$ cat src/hdl/lrsd_pkg.sv
// Shared types, codes and colour helpers for the LED ring status display.
// No dependencies; every design file except lrsd_ifs imports this package.
`timescale 1ns / 1ps
`default_nettype none

package lrsd_pkg;

  // Ring geometry
  localparam int unsigned RING_SIZE = 12;
  localparam int unsigned LED_IDX_W = 4;
  typedef logic [LED_IDX_W-1:0] led_idx_t;
  localparam led_idx_t LED_LAST = LED_IDX_W'(RING_SIZE - 1);

  // Item and register fields
  localparam int unsigned VALUE_W = 16;
  localparam int unsigned SCALE_W = 16;
  localparam int unsigned CFG_IDX_W = 2;
  localparam logic [SCALE_W-1:0] PRESSURE_SCALE_RST = 16'd4096;
  localparam logic [SCALE_W-1:0] FLOW_SCALE_RST = 16'd8192;

  // Register indexes
  localparam logic [CFG_IDX_W-1:0] REG_PRESSURE_SCALE = 2'd0;
  localparam logic [CFG_IDX_W-1:0] REG_FLOW_SCALE = 2'd1;

  // Operation codes
  localparam logic [1:0] OP_STATE = 2'd0;
  localparam logic [1:0] OP_SAMPLE = 2'd1;
  localparam logic [1:0] OP_STOP = 2'd2;
  localparam logic [1:0] OP_RELEASE = 2'd3;

  // Machine states
  localparam logic [2:0] MS_IDLE = 3'd0;
  localparam logic [2:0] MS_ESPRESSO = 3'd1;
  localparam logic [2:0] MS_STEAM = 3'd2;
  localparam logic [2:0] MS_HOT_WATER = 3'd3;
  localparam logic [2:0] MS_FLUSH = 3'd4;

  // Function codes
  localparam logic [2:0] FN_NONE = 3'd0;
  localparam logic [2:0] FN_ESPRESSO = 3'd1;
  localparam logic [2:0] FN_STEAM = 3'd2;
  localparam logic [2:0] FN_HOT_WATER = 3'd3;
  localparam logic [2:0] FN_FLUSH = 3'd4;

  // Dot arithmetic: position is 12.20 fixed point
  localparam int unsigned POS_W = 32;
  localparam int unsigned FRAC_BITS = 20;
  localparam int unsigned PROD_W = 28;
  localparam logic [POS_W-1:0] POS_MAX = POS_W'(RING_SIZE - 1) << FRAC_BITS;
  localparam logic [7:0] DOT_PEAK = 8'd200;
  localparam logic [7:0] TAIL_MIN = 8'd10;
  localparam logic [VALUE_W-1:0] VALUE_MIN = 16'd26;

  typedef struct packed {
    logic [7:0] r;
    logic [7:0] g;
    logic [7:0] b;
  } colour_t;

  localparam colour_t COL_GREY = '{r: 8'd30, g: 8'd30, b: 8'd30};
  localparam colour_t COL_RED = '{r: 8'd255, g: 8'd50, b: 8'd50};
  localparam colour_t COL_STEAM = '{r: 8'd100, g: 8'd150, b: 8'd255};
  localparam colour_t COL_HOT = '{r: 8'd255, g: 8'd200, b: 8'd100};
  localparam colour_t COL_FLUSH = '{r: 8'd100, g: 8'd200, b: 8'd255};

  typedef enum logic [2:0] {
    PAINT_GREY,
    PAINT_STEAM,
    PAINT_HOT,
    PAINT_FLUSH,
    PAINT_RED,
    PAINT_DOTS
  } paint_t;

  typedef enum logic [1:0] {
    ST_IDLE,
    ST_DOT,
    ST_LOAD,
    ST_EMIT
  } ctrl_state_t;

  // One dot split over two neighbouring LEDs
  typedef struct packed {
    logic       en;
    led_idx_t   lo;
    logic [7:0] a1;
    led_idx_t   hi;
    logic       a2_en;
    logic [7:0] a2;
  } dot_t;

  // Control handed to every cell of the chain
  typedef struct packed {
    logic   load;
    logic   shift;
    paint_t kind;
    dot_t   gdot;
    dot_t   bdot;
  } cell_cmd_t;

  function automatic colour_t pattern_colour(paint_t kind, led_idx_t idx);
    colour_t c;
    c = COL_GREY;
    case (kind)
      PAINT_STEAM: if (idx >= 4'd2 && idx <= 4'd4) c = COL_STEAM;
      PAINT_HOT:   if (idx == LED_LAST || idx == 4'd0 || idx == 4'd1) c = COL_HOT;
      PAINT_FLUSH: if (idx >= 4'd8 && idx <= 4'd10) c = COL_FLUSH;
      PAINT_RED:   c = COL_RED;
      default:     c = COL_GREY;
    endcase
    return c;
  endfunction

  function automatic logic [7:0] dot_amount(dot_t d, led_idx_t idx);
    logic [7:0] a;
    a = 8'd0;
    if (d.en && d.lo == idx) a = d.a1;
    else if (d.en && d.a2_en && d.hi == idx) a = d.a2;
    return a;
  endfunction

  function automatic logic [7:0] sat_add(logic [7:0] base, logic [7:0] add);
    logic [8:0] s;
    s = {1'b0, base} + {1'b0, add};
    return s[8] ? 8'd255 : s[7:0];
  endfunction

endpackage

`default_nettype wire

$ cat src/hdl/lrsd_ifs.sv
// Valid/ready channels for machine events in and LED results out.
// No dependencies.
`timescale 1ns / 1ps
`default_nettype none

interface lrsd_in_if;
  logic        valid;
  logic        ready;
  logic [1:0]  op;
  logic [2:0]  machine_state;
  logic [15:0] pressure;
  logic [15:0] flow;

  modport source (output valid, op, machine_state, pressure, flow, input ready);
  modport sink (input valid, op, machine_state, pressure, flow, output ready);
endinterface

interface lrsd_out_if;
  logic       valid;
  logic       ready;
  logic [3:0] led_index;
  logic [7:0] red;
  logic [7:0] green;
  logic [7:0] blue;
  logic [2:0] active_function;
  logic       stop_active;
  logic       last;

  modport source (output valid, led_index, red, green, blue, active_function,
                  stop_active, last, input ready);
  modport sink (input valid, led_index, red, green, blue, active_function,
                stop_active, last, output ready);
endinterface

`default_nettype wire

$ cat src/hdl/lrsd_dot_calc.sv
// Two-stage dot placement: position multiply, then clamp and split into two amounts.
// Depends on lrsd_pkg.
`timescale 1ns / 1ps
`default_nettype none

module lrsd_dot_calc (
  input  wire logic                         clk,
  input  wire logic                         cap,
  input  wire logic                         adv,
  input  wire logic [lrsd_pkg::VALUE_W-1:0] value,
  input  wire logic [lrsd_pkg::SCALE_W-1:0] scale,
  output lrsd_pkg::dot_t                    dot
);
  import lrsd_pkg::*;

  logic [POS_W-1:0]     pos;
  logic                 seen;
  logic [POS_W-1:0]     pos_c;
  logic [FRAC_BITS-1:0] frac;
  logic [PROD_W-1:0]    prod;
  led_idx_t             lo;
  logic [7:0]           a2;
  logic [7:0]           a1;

  // Capture position and threshold on the input transfer
  always_ff @(posedge clk) begin
    if (cap) begin
      pos  <= POS_W'(value) * POS_W'(scale);
      seen <= (value >= VALUE_MIN);
    end
  end

  // Clamp, split fraction; first amount is the peak less the rounded-up tail
  always_comb begin
    pos_c = (pos > POS_MAX) ? POS_MAX : pos;
    frac  = pos_c[FRAC_BITS-1:0];
    lo    = pos_c[FRAC_BITS +: LED_IDX_W];
    prod  = PROD_W'(frac) * PROD_W'(DOT_PEAK);
    a2    = prod[PROD_W-1:FRAC_BITS];
    a1    = DOT_PEAK - a2 - {7'd0, |prod[FRAC_BITS-1:0]};
  end

  always_ff @(posedge clk) begin
    if (adv) begin
      dot.en    <= seen;
      dot.lo    <= lo;
      dot.hi    <= (lo == LED_LAST) ? '0 : lo + 1'b1;
      dot.a1    <= a1;
      dot.a2    <= a2;
      dot.a2_en <= (a2 > TAIL_MIN);
    end
  end

endmodule

`default_nettype wire

$ cat src/hdl/lrsd_cell.sv
// One LED cell of the ring chain: holds a colour, loads its pattern, hands it on.
// Depends on lrsd_pkg.
`timescale 1ns / 1ps
`default_nettype none

module lrsd_cell #(
  parameter lrsd_pkg::led_idx_t IDX = '0
) (
  input  wire logic               clk,
  input  wire logic               rst,
  input  wire lrsd_pkg::cell_cmd_t cmd,
  input  wire lrsd_pkg::colour_t   nbr,
  output lrsd_pkg::colour_t        colour
);
  import lrsd_pkg::*;

  colour_t base;
  colour_t load_val;

  // Pattern colour for this position, with dots added during espresso
  always_comb begin
    base     = pattern_colour(cmd.kind, IDX);
    load_val = base;
    if (cmd.kind == PAINT_DOTS) begin
      load_val.g = sat_add(base.g, dot_amount(cmd.gdot, IDX));
      load_val.b = sat_add(base.b, dot_amount(cmd.bdot, IDX));
    end
  end

  // Load a fresh ring or advance one place towards the output end
  always_ff @(posedge clk) begin
    if (rst) begin
      colour <= COL_GREY;
    end else if (cmd.load) begin
      colour <= load_val;
    end else if (cmd.shift) begin
      colour <= nbr;
    end
  end

endmodule

`default_nettype wire

$ cat src/hdl/led_ring_status_display_core.sv
// LED ring status display: one machine event in, the whole 12-LED ring out, LED 0 first.
// Depends on lrsd_pkg, lrsd_ifs, lrsd_dot_calc and lrsd_cell.
//
// Each event that changes the display is taken in one transfer, then the pressure and
// flow dots are placed (ST_DOT) and the ring of cells is loaded (ST_LOAD); the twelve
// LED results then leave one per cycle while the sink is ready, from the end of the cell
// chain, which rotates so that the ring is back in place after the last one. No new event
// is taken until the last LED result has left; an event that changes nothing (sample
// outside espresso or while stopped, state change while stopped) gives no results. The
// serial readout through the single output end of the chain keeps the next event waiting.
// Reset leaves the ring grey, no function and no stop; there is no clearing pass.
`timescale 1ns / 1ps
`default_nettype none

module led_ring_status_display_core (
  input  wire logic                           clk,
  input  wire logic                           rst,
  lrsd_in_if.sink                             events,
  lrsd_out_if.source                          leds,
  input  wire logic                           cfg_we,
  input  wire logic [lrsd_pkg::CFG_IDX_W-1:0] cfg_index,
  input  wire logic [lrsd_pkg::SCALE_W-1:0]   cfg_wdata
);
  import lrsd_pkg::*;

  ctrl_state_t          state;
  ctrl_state_t          state_next;
  logic [SCALE_W-1:0]   pressure_scale;
  logic [SCALE_W-1:0]   flow_scale;
  logic [2:0]           func;
  logic                 stop_held;
  paint_t               kind;
  paint_t               kind_sel;
  logic [2:0]           fn_sel;
  logic                 emits;
  logic                 accept;
  logic                 out_xfer;
  led_idx_t             emit_idx;
  cell_cmd_t            cmd;
  colour_t              ring [RING_SIZE];

  assign events.ready = (state == ST_IDLE);
  assign accept       = events.valid && events.ready;
  assign out_xfer     = leds.valid && leds.ready;

  // Configuration registers
  always_ff @(posedge clk) begin
    if (rst) begin
      pressure_scale <= PRESSURE_SCALE_RST;
      flow_scale     <= FLOW_SCALE_RST;
    end else if (cfg_we) begin
      case (cfg_index)
        REG_PRESSURE_SCALE: pressure_scale <= cfg_wdata;
        REG_FLOW_SCALE:     flow_scale <= cfg_wdata;
        default:            ;
      endcase
    end
  end

  // Decode the event: pattern and function for the machine state, and whether it shows
  always_comb begin
    case (events.machine_state)
      MS_ESPRESSO:  begin kind_sel = PAINT_GREY;  fn_sel = FN_ESPRESSO;  end
      MS_STEAM:     begin kind_sel = PAINT_STEAM; fn_sel = FN_STEAM;     end
      MS_HOT_WATER: begin kind_sel = PAINT_HOT;   fn_sel = FN_HOT_WATER; end
      MS_FLUSH:     begin kind_sel = PAINT_FLUSH; fn_sel = FN_FLUSH;     end
      default:      begin kind_sel = PAINT_GREY;  fn_sel = FN_NONE;      end
    endcase
    case (events.op)
      OP_STATE:  emits = !stop_held;
      OP_SAMPLE: emits = !stop_held && (func == FN_ESPRESSO);
      default:   emits = 1'b1;
    endcase
  end

  // Update function, stop flag and paint kind on the input transfer
  always_ff @(posedge clk) begin
    if (rst) begin
      func      <= FN_NONE;
      stop_held <= 1'b0;
    end else if (accept) begin
      case (events.op)
        OP_STATE: if (!stop_held) func <= fn_sel;
        OP_STOP:  stop_held <= 1'b1;
        OP_RELEASE: begin
          stop_held <= 1'b0;
          func      <= fn_sel;
        end
        default: ;
      endcase
    end
  end

  always_ff @(posedge clk) begin
    if (accept) begin
      case (events.op)
        OP_SAMPLE: kind <= PAINT_DOTS;
        OP_STOP:   kind <= PAINT_RED;
        default:   kind <= kind_sel;
      endcase
    end
  end

  // Sequencer
  always_ff @(posedge clk) begin
    if (rst) state <= ST_IDLE;
    else     state <= state_next;
  end

  always_comb begin
    state_next = state;
    case (state)
      ST_IDLE: if (accept && emits) state_next = ST_DOT;
      ST_DOT:  state_next = ST_LOAD;
      ST_LOAD: state_next = ST_EMIT;
      ST_EMIT: if (out_xfer && emit_idx == LED_LAST) state_next = ST_IDLE;
      default: state_next = ST_IDLE;
    endcase
  end

  // Count LEDs out
  always_ff @(posedge clk) begin
    if (rst) begin
      emit_idx <= '0;
    end else if (out_xfer) begin
      emit_idx <= (emit_idx == LED_LAST) ? '0 : emit_idx + 1'b1;
    end
  end

  // Dot placement for pressure and flow
  lrsd_dot_calc u_gdot (
    .clk   (clk),
    .cap   (accept),
    .adv   (state == ST_DOT),
    .value (events.pressure),
    .scale (pressure_scale),
    .dot   (cmd.gdot)
  );

  lrsd_dot_calc u_bdot (
    .clk   (clk),
    .cap   (accept),
    .adv   (state == ST_DOT),
    .value (events.flow),
    .scale (flow_scale),
    .dot   (cmd.bdot)
  );

  assign cmd.load  = (state == ST_LOAD);
  assign cmd.shift = out_xfer;
  assign cmd.kind  = kind;

  // Ring of cells, each handing its colour to the one below; cell 0 drives the output
  for (genvar i = 0; i < RING_SIZE; i++) begin : g_cell
    lrsd_cell #(
      .IDX (LED_IDX_W'(i))
    ) u_cell (
      .clk    (clk),
      .rst    (rst),
      .cmd    (cmd),
      .nbr    (ring[(i + 1) % RING_SIZE]),
      .colour (ring[i])
    );
  end

  assign leds.valid           = (state == ST_EMIT);
  assign leds.led_index       = emit_idx;
  assign leds.red             = ring[0].r;
  assign leds.green           = ring[0].g;
  assign leds.blue            = ring[0].b;
  assign leds.active_function = func;
  assign leds.stop_active     = stop_held;
  assign leds.last            = (emit_idx == LED_LAST);

  // One item at a time: no new event while the ring is being read out
  a_no_overlap: assert property (@(posedge clk) disable iff (rst)
    leds.valid |-> !events.ready)
    else $error("event accepted during ring readout");

  // An accepted stop press always sets the stop flag
  a_stop_holds: assert property (@(posedge clk) disable iff (rst)
    (accept && events.op == OP_STOP) |=> stop_held)
    else $error("stop flag not set after stop press");

  // The ring ends after its final LED
  a_ring_ends: assert property (@(posedge clk) disable iff (rst)
    (out_xfer && leds.last) |=> !leds.valid)
    else $error("results continue past final LED");

  // Index wraps to the first LED once a ring is done
  a_idx_wrap: assert property (@(posedge clk) disable iff (rst)
    (out_xfer && leds.last) |=> (emit_idx == '0))
    else $error("LED index did not wrap");

endmodule

`default_nettype wire
$ cat src/flat_wrapper.sv
// flat-port wrapper written by rule: the top's interface ports become plain ports
module led_ring_status_display_core_flat import lrsd_pkg::*;
  (clk, rst, cfg_we, cfg_index, cfg_wdata, events_valid, events_op, events_machine_state, events_pressure, events_flow, events_ready, leds_valid, leds_led_index, leds_red, leds_green, leds_blue, leds_active_function, leds_stop_active, leds_last, leds_ready);
  lrsd_in_if events_i ();
  lrsd_out_if leds_i ();
  input  wire logic clk;
  input  wire logic rst;
  input  wire logic cfg_we;
  input  wire logic [lrsd_pkg::CFG_IDX_W-1:0] cfg_index;
  input  wire logic [lrsd_pkg::SCALE_W-1:0] cfg_wdata;
  input wire logic [$bits(events_i.valid)-1:0] events_valid;
  input wire logic [$bits(events_i.op)-1:0] events_op;
  input wire logic [$bits(events_i.machine_state)-1:0] events_machine_state;
  input wire logic [$bits(events_i.pressure)-1:0] events_pressure;
  input wire logic [$bits(events_i.flow)-1:0] events_flow;
  output wire logic [$bits(events_i.ready)-1:0] events_ready;
  output wire logic [$bits(leds_i.valid)-1:0] leds_valid;
  output wire logic [$bits(leds_i.led_index)-1:0] leds_led_index;
  output wire logic [$bits(leds_i.red)-1:0] leds_red;
  output wire logic [$bits(leds_i.green)-1:0] leds_green;
  output wire logic [$bits(leds_i.blue)-1:0] leds_blue;
  output wire logic [$bits(leds_i.active_function)-1:0] leds_active_function;
  output wire logic [$bits(leds_i.stop_active)-1:0] leds_stop_active;
  output wire logic [$bits(leds_i.last)-1:0] leds_last;
  input wire logic [$bits(leds_i.ready)-1:0] leds_ready;
  assign events_i.valid = events_valid;
  assign events_i.op = events_op;
  assign events_i.machine_state = events_machine_state;
  assign events_i.pressure = events_pressure;
  assign events_i.flow = events_flow;
  assign events_ready = events_i.ready;
  assign leds_valid = leds_i.valid;
  assign leds_led_index = leds_i.led_index;
  assign leds_red = leds_i.red;
  assign leds_green = leds_i.green;
  assign leds_blue = leds_i.blue;
  assign leds_active_function = leds_i.active_function;
  assign leds_stop_active = leds_i.stop_active;
  assign leds_last = leds_i.last;
  assign leds_i.ready = leds_ready;
  led_ring_status_display_core u_core (.clk(clk), .rst(rst), .events(events_i), .leds(leds_i), .cfg_we(cfg_we), .cfg_index(cfg_index), .cfg_wdata(cfg_wdata));
endmodule
$ cat config.mk
export PLATFORM = sky130hd
export DESIGN_NAME = led_ring_status_display_core_flat
export DESIGN_NICKNAME = d
export VERILOG_FILES = /design/src/hdl/lrsd_pkg.sv /design/src/hdl/lrsd_ifs.sv /design/src/hdl/lrsd_dot_calc.sv /design/src/hdl/lrsd_cell.sv /design/src/hdl/led_ring_status_display_core.sv /design/src/flat_wrapper.sv
export SDC_FILE = /design/constraint.sdc
export NUM_CORES = 2
export LEC_CHECK = 0
export BUFFER_PORTS_ARGS = -buffer_cell sky130_fd_sc_hd__buf_2
export CELL_PAD_IN_SITES_DETAIL_PLACEMENT = 0
export CELL_PAD_IN_SITES_GLOBAL_PLACEMENT = 1
export CORE_MARGIN = 5
export CORE_UTILIZATION = 50
export DETAILED_ROUTE_END_ITERATION = 6
export PLACE_DENSITY = 0.94
export SLEW_MARGIN = 5
export SYNTH_ARGS = -nofsm -noshare
export SYNTH_HDL_FRONTEND = slang
export SYNTH_SLANG_ARGS = --single-unit
$ cat constraint.sdc
create_clock -name clk -period 15.8 [get_ports clk]
set_clock_uncertainty 0.15 [all_clocks]
set_input_delay 2.37 -clock clk [delete_from_list [all_inputs] [get_ports clk]]
set_output_delay 2.37 -clock clk [all_outputs]
set_load 0.02 [all_outputs]
==> metrics list <==
- Most common library cells after synthesis: sky130_fd_sc_hd__nand2_1, sky130_fd_sc_hd__inv_1, sky130_fd_sc_hd__ha_1, sky130_fd_sc_hd__fa_1, sky130_fd_sc_hd__nor2_1
- Distinct cell type count after synthesis: 96
- CP Max Fanout: 17
- After detailed routing, the average wire length per cell comes to 18.88 microns.
- Overflow after GRT: 0
- Placer Congestion: 0.9067
- Floorplan Core Area: 95010 sq um
- Once layout is complete, the cells apart from fillers number 6905.
* DRT met1 WL: 56980 microns
* Die H: 319.2 microns
- After layout, the design draws a total of 0.005138 W.
* Initial antenna violation count: 3
- In this run, post-CTS repair resized a total of 0 instances.
- After clock tree synthesis, the setup repair step added 0 buffers.
- Setup repair after global routing left no endpoint under its margin.
- Status: completed
* Kind of start point of the critical path: primary input
- The first TritonRoute pass finished after 6 iterations.
* CTS tree: yes
* Final critical-path share of the clock period: 0.5185
- Post-synth net total: 6712
* Via density: 5.827
- Wire segments on met3 add up to 12530 microns in the final route.
* Post-detail-place hpwl: 94440 microns
- At the worst endpoint, the required time is 16030 ps.
* Clock input transition at the sequential cells of the worst setup and hold paths: 60 ps
* Maximum count of clock buffers along a single path: 3
- Yosys printed 0 warnings.
- The first global-routing pass estimated 212100 microns of wire.
- Instance count of the mapped netlist: 5715
- At the worst endpoint, the arrival time is 8430 ps.
- By instance count, the leading cell after synthesis is sky130_fd_sc_hd__nand2_1.
* Antenna-violating nets left: 0
- The root buffer cell chosen for the clock tree is sky130_fd_sc_hd__clkbuf_16.
* Die W: 319.2 microns
* Top metal layer carrying routed signals: met5
- Type of the worst setup path: in -> reg
- Pin count of the biggest net entering global routing: 194
* 1st-iter DRT viols: 3770
- Synth Register Bits: 451
- Counting the buffers created by CTS gives 52.
- In this run, placement finished with an instance count of 6806.
- Max-cap violations: 0
- The synthesized netlist occupies a cell area of 47800 sq um.
* Number of vias after detailed routing: 40236
* Total track usage: 0.2504
* Hold Buf Count CTS: 0
* Sum of routed wire length over all layers: 130400 microns
- For the worst-skew pair, the clock arrives at the later sink with an insertion delay of 670 ps.
* Number of global-route vias before repair: 40124
- Summed over all failing endpoints, the final setup total negative slack is 0 ps.
* Depth of the CTS H-tree: 2
- STA classifies the critical path endpoint as a register.
- Headroom to the max-slew limit came out at 0.1898.
- Total Die Area: 101900 sq um
* Worst IR drop on VDD: 0.08643 mV
- Leakage power total: 23.62 nW
- For this run, the share of the core covered by cells in the final layout is 0.5353.
- Yosys mapped a number of flops with a built-in enable equal to 121.
- Derived from the worst setup path, the maximum achievable clock frequency is 0.1221 GHz.
- Of all flip-flops after synthesis, the portion carrying an async set or reset was 0.
- Counting the fill cells in the layout gives 8777.
* Cell type with the largest total area after synthesis: sky130_fd_sc_hd__fa_1
- Post-layout nets: 6592
- Share of Yosys cell area claimed by the top area cell type: 0.1826
* Drc violations: 0
- The worst hold path belongs to the class reg -> reg.
* Effective utilization at floorplan: 0.5031
* I/O Buffers: 94
- Yosys attributes the largest share of cell area to sky130_fd_sc_hd__fa_1, sky130_fd_sc_hd__dfxtp_1, sky130_fd_sc_hd__ha_1.
- Among all flip-flop cells after synthesis, the most frequent one is sky130_fd_sc_hd__dfxtp_1.
* Final-report setup violation count: 0
- # IOs: 95
* Final Slew Violations: 0
- For this design, the sink count on the clock tree is 451.
- Power density normalized to cell area: 101.0 nW/um^2
- In the detailed route, the total length drawn on met2 is 57430 microns.
* Share of layout cells above drive strength 1: 0.04930
- After floorplanning, the core was divided into 113 placement rows.
- Sequential-to-total area share from yosys stat: 0.2142
- Pin slew with the least headroom to its limit: 1211 ps
- Area added between synthesis and finish: 6.384%
- A synthesized cell averages 8.365 sq um.
* Number of hold violations in the final report: 0
* Time the final worst path needs with I/O delays and setup: 8193 ps
## layout make-up
cell class                      count  area (sq um)  area share
Timing Repair Buffer              124         714.4     0.01405
Inverter                          706          2653     0.05216
Sequential cell                   451         10240      0.2013
Clock inverter                     28         350.3    0.006889
Multi-Input combinational cell   4260         33830      0.6653
Clock buffer                       70          1481     0.02913
Tap cell                         1265          1583     0.03112
Antenna cell                        1         2.502  0.00004921
## through the flow
| stage | hold WS [ps] | cell area, sq um | setup WS, ps |
|---|---|---|---|
| floorplan | 250.3 | 47800 | 7333 |
| global placement | 252.1 | 49020 | 7005 |
| detailed placement | 267.8 | 49020 | 6937 |
| CTS | 281.8 | 50850 | 7621 |
| global route | 293.5 | 50850 | 7189 |
| finish | 276.9 | 50860 | 7607 |
## power by group
part / switching, W / internal [W] / leakage (nW)
Clock: 0.000541 / 0.000736 / 0.881
Sequential: 0.000336 / 0.00155 / 3.81
Combinational: 0.00125 / 0.000728 / 18.9
## metal layers
layer	up-vias	GRT usage
met1	19442	0.3516
met2	1644	0.3951
met3	240	0.05378
met5	-	0
li1	18906	-
met4	4	0.06697
## critical path, stage by stage
cell	delay [ps]
sky130_fd_sc_hd__buf_2	330
sky130_fd_sc_hd__nand2_1	140
sky130_fd_sc_hd__fa_1	570
sky130_fd_sc_hd__inv_1	50
sky130_fd_sc_hd__fa_1	540
sky130_fd_sc_hd__inv_1	50
sky130_fd_sc_hd__fa_1	500
sky130_fd_sc_hd__inv_1	60
sky130_fd_sc_hd__fa_1	530
sky130_fd_sc_hd__inv_1	50
sky130_fd_sc_hd__fa_1	480
sky130_fd_sc_hd__inv_1	50
sky130_fd_sc_hd__fa_1	440
sky130_fd_sc_hd__ha_1	410
sky130_fd_sc_hd__nand4_1	220
sky130_fd_sc_hd__nor4_1	280
sky130_fd_sc_hd__o21ai_0	120
sky130_fd_sc_hd__a41oi_1	400
sky130_fd_sc_hd__a31oi_1	180
sky130_fd_sc_hd__a211o_1	320
sky130_fd_sc_hd__o21bai_1	130
sky130_fd_sc_hd__a21oi_1	90
sky130_fd_sc_hd__xnor2_1	120
## state kept, by name, summed over array words and instances, names as in the netlist
signal / flops
u_core.g_cell.u_cell.colour: 288
u_core.u_bdot.pos: 32
u_core.u_gdot.pos: 32
u_core.u_bdot.dot: 26
u_core.u_gdot.dot: 26
u_core.flow_scale: 16
u_core.pressure_scale: 16
u_core.leds.led_index: 4
u_core.kind: 3
u_core.leds.active_function: 3
u_core.state: 2
u_core.leds.stop_active: 1
u_core.u_bdot.seen: 1
u_core.u_gdot.seen: 1
## logic make-up after synthesis
kind of cell / count (synthesis) / synth area share
mux: 39 / 0.008218
xor+xnor: 190 / 0.03481
buf+inv: 1004 / 0.07912
simple gates: 1928 / 0.1844
flops: 451 / 0.2142
fa+ha+maj: 937 / 0.3137
compound gates: 1166 / 0.1655
## placed cells by master (no fill, tap or decap), types with 16 or more instances in the layout
cell type | synthesis | routed
sky130_fd_sc_hd__ha_1 | 501 | 499
sky130_fd_sc_hd__a22oi_1 | 27 | 27
sky130_fd_sc_hd__a22o_1 | 146 | 146
sky130_fd_sc_hd__and3_1 | 43 | 43
sky130_fd_sc_hd__xor2_1 | 69 | 69
sky130_fd_sc_hd__dfxtp_1 | 330 | 330
sky130_fd_sc_hd__o21bai_1 | 69 | 69
sky130_fd_sc_hd__nor2b_1 | 29 | 29
sky130_fd_sc_hd__mux2i_1 | 37 | 37
sky130_fd_sc_hd__o21ai_0 | 153 | 153
sky130_fd_sc_hd__o22a_1 | 16 | 16
sky130_fd_sc_hd__a32oi_1 | 20 | 20
sky130_fd_sc_hd__o211ai_1 | 16 | 16
sky130_fd_sc_hd__a21o_1 | 62 | 62
sky130_fd_sc_hd__a31oi_1 | 83 | 83
sky130_fd_sc_hd__or3_1 | 31 | 31
sky130_fd_sc_hd__nand2b_1 | 54 | 54
sky130_fd_sc_hd__buf_4 | 1 | 29
sky130_fd_sc_hd__o22ai_1 | 20 | 20
sky130_fd_sc_hd__o31ai_1 | 17 | 17
sky130_fd_sc_hd__buf_2 | 8 | 93
sky130_fd_sc_hd__nor2_1 | 396 | 392
sky130_fd_sc_hd__a211oi_1 | 42 | 42
sky130_fd_sc_hd__edfxtp_1 | 121 | 121
sky130_fd_sc_hd__nor3_1 | 102 | 102
sky130_fd_sc_hd__and2_1 | 205 | 203
sky130_fd_sc_hd__o21a_1 | 26 | 26
sky130_fd_sc_hd__xnor2_1 | 121 | 121
sky130_fd_sc_hd__or2_2 | 16 | 16
sky130_fd_sc_hd__fa_1 | 436 | 436
sky130_fd_sc_hd__a21oi_1 | 318 | 318
sky130_fd_sc_hd__inv_1 | 706 | 705
sky130_fd_sc_hd__nand2_1 | 874 | 872
sky130_fd_sc_hd__a221oi_1 | 24 | 24
sky130_fd_sc_hd__nand3_1 | 71 | 71
sky130_fd_sc_hd__clkbuf_16 | 0 | 54
sky130_fd_sc_hd__nor4_1 | 30 | 30
## worst paths after layout
check	to	depth (start not counted)	start	slack, ps
setup / recovery	u_core.u_gdot.pos[31]	23	events_pressure[13]	7610
hold / removal	u_core.u_gdot.dot[25]	0	u_core.u_gdot.seen	280
setup reg to reg	u_core.u_gdot.pos[31]	22	u_core.pressure_scale[1]	8800
hold reg to reg	u_core.u_gdot.dot[25]	0	u_core.u_gdot.seen	280
No activity file was read; power rests on OpenSTA's default activity.
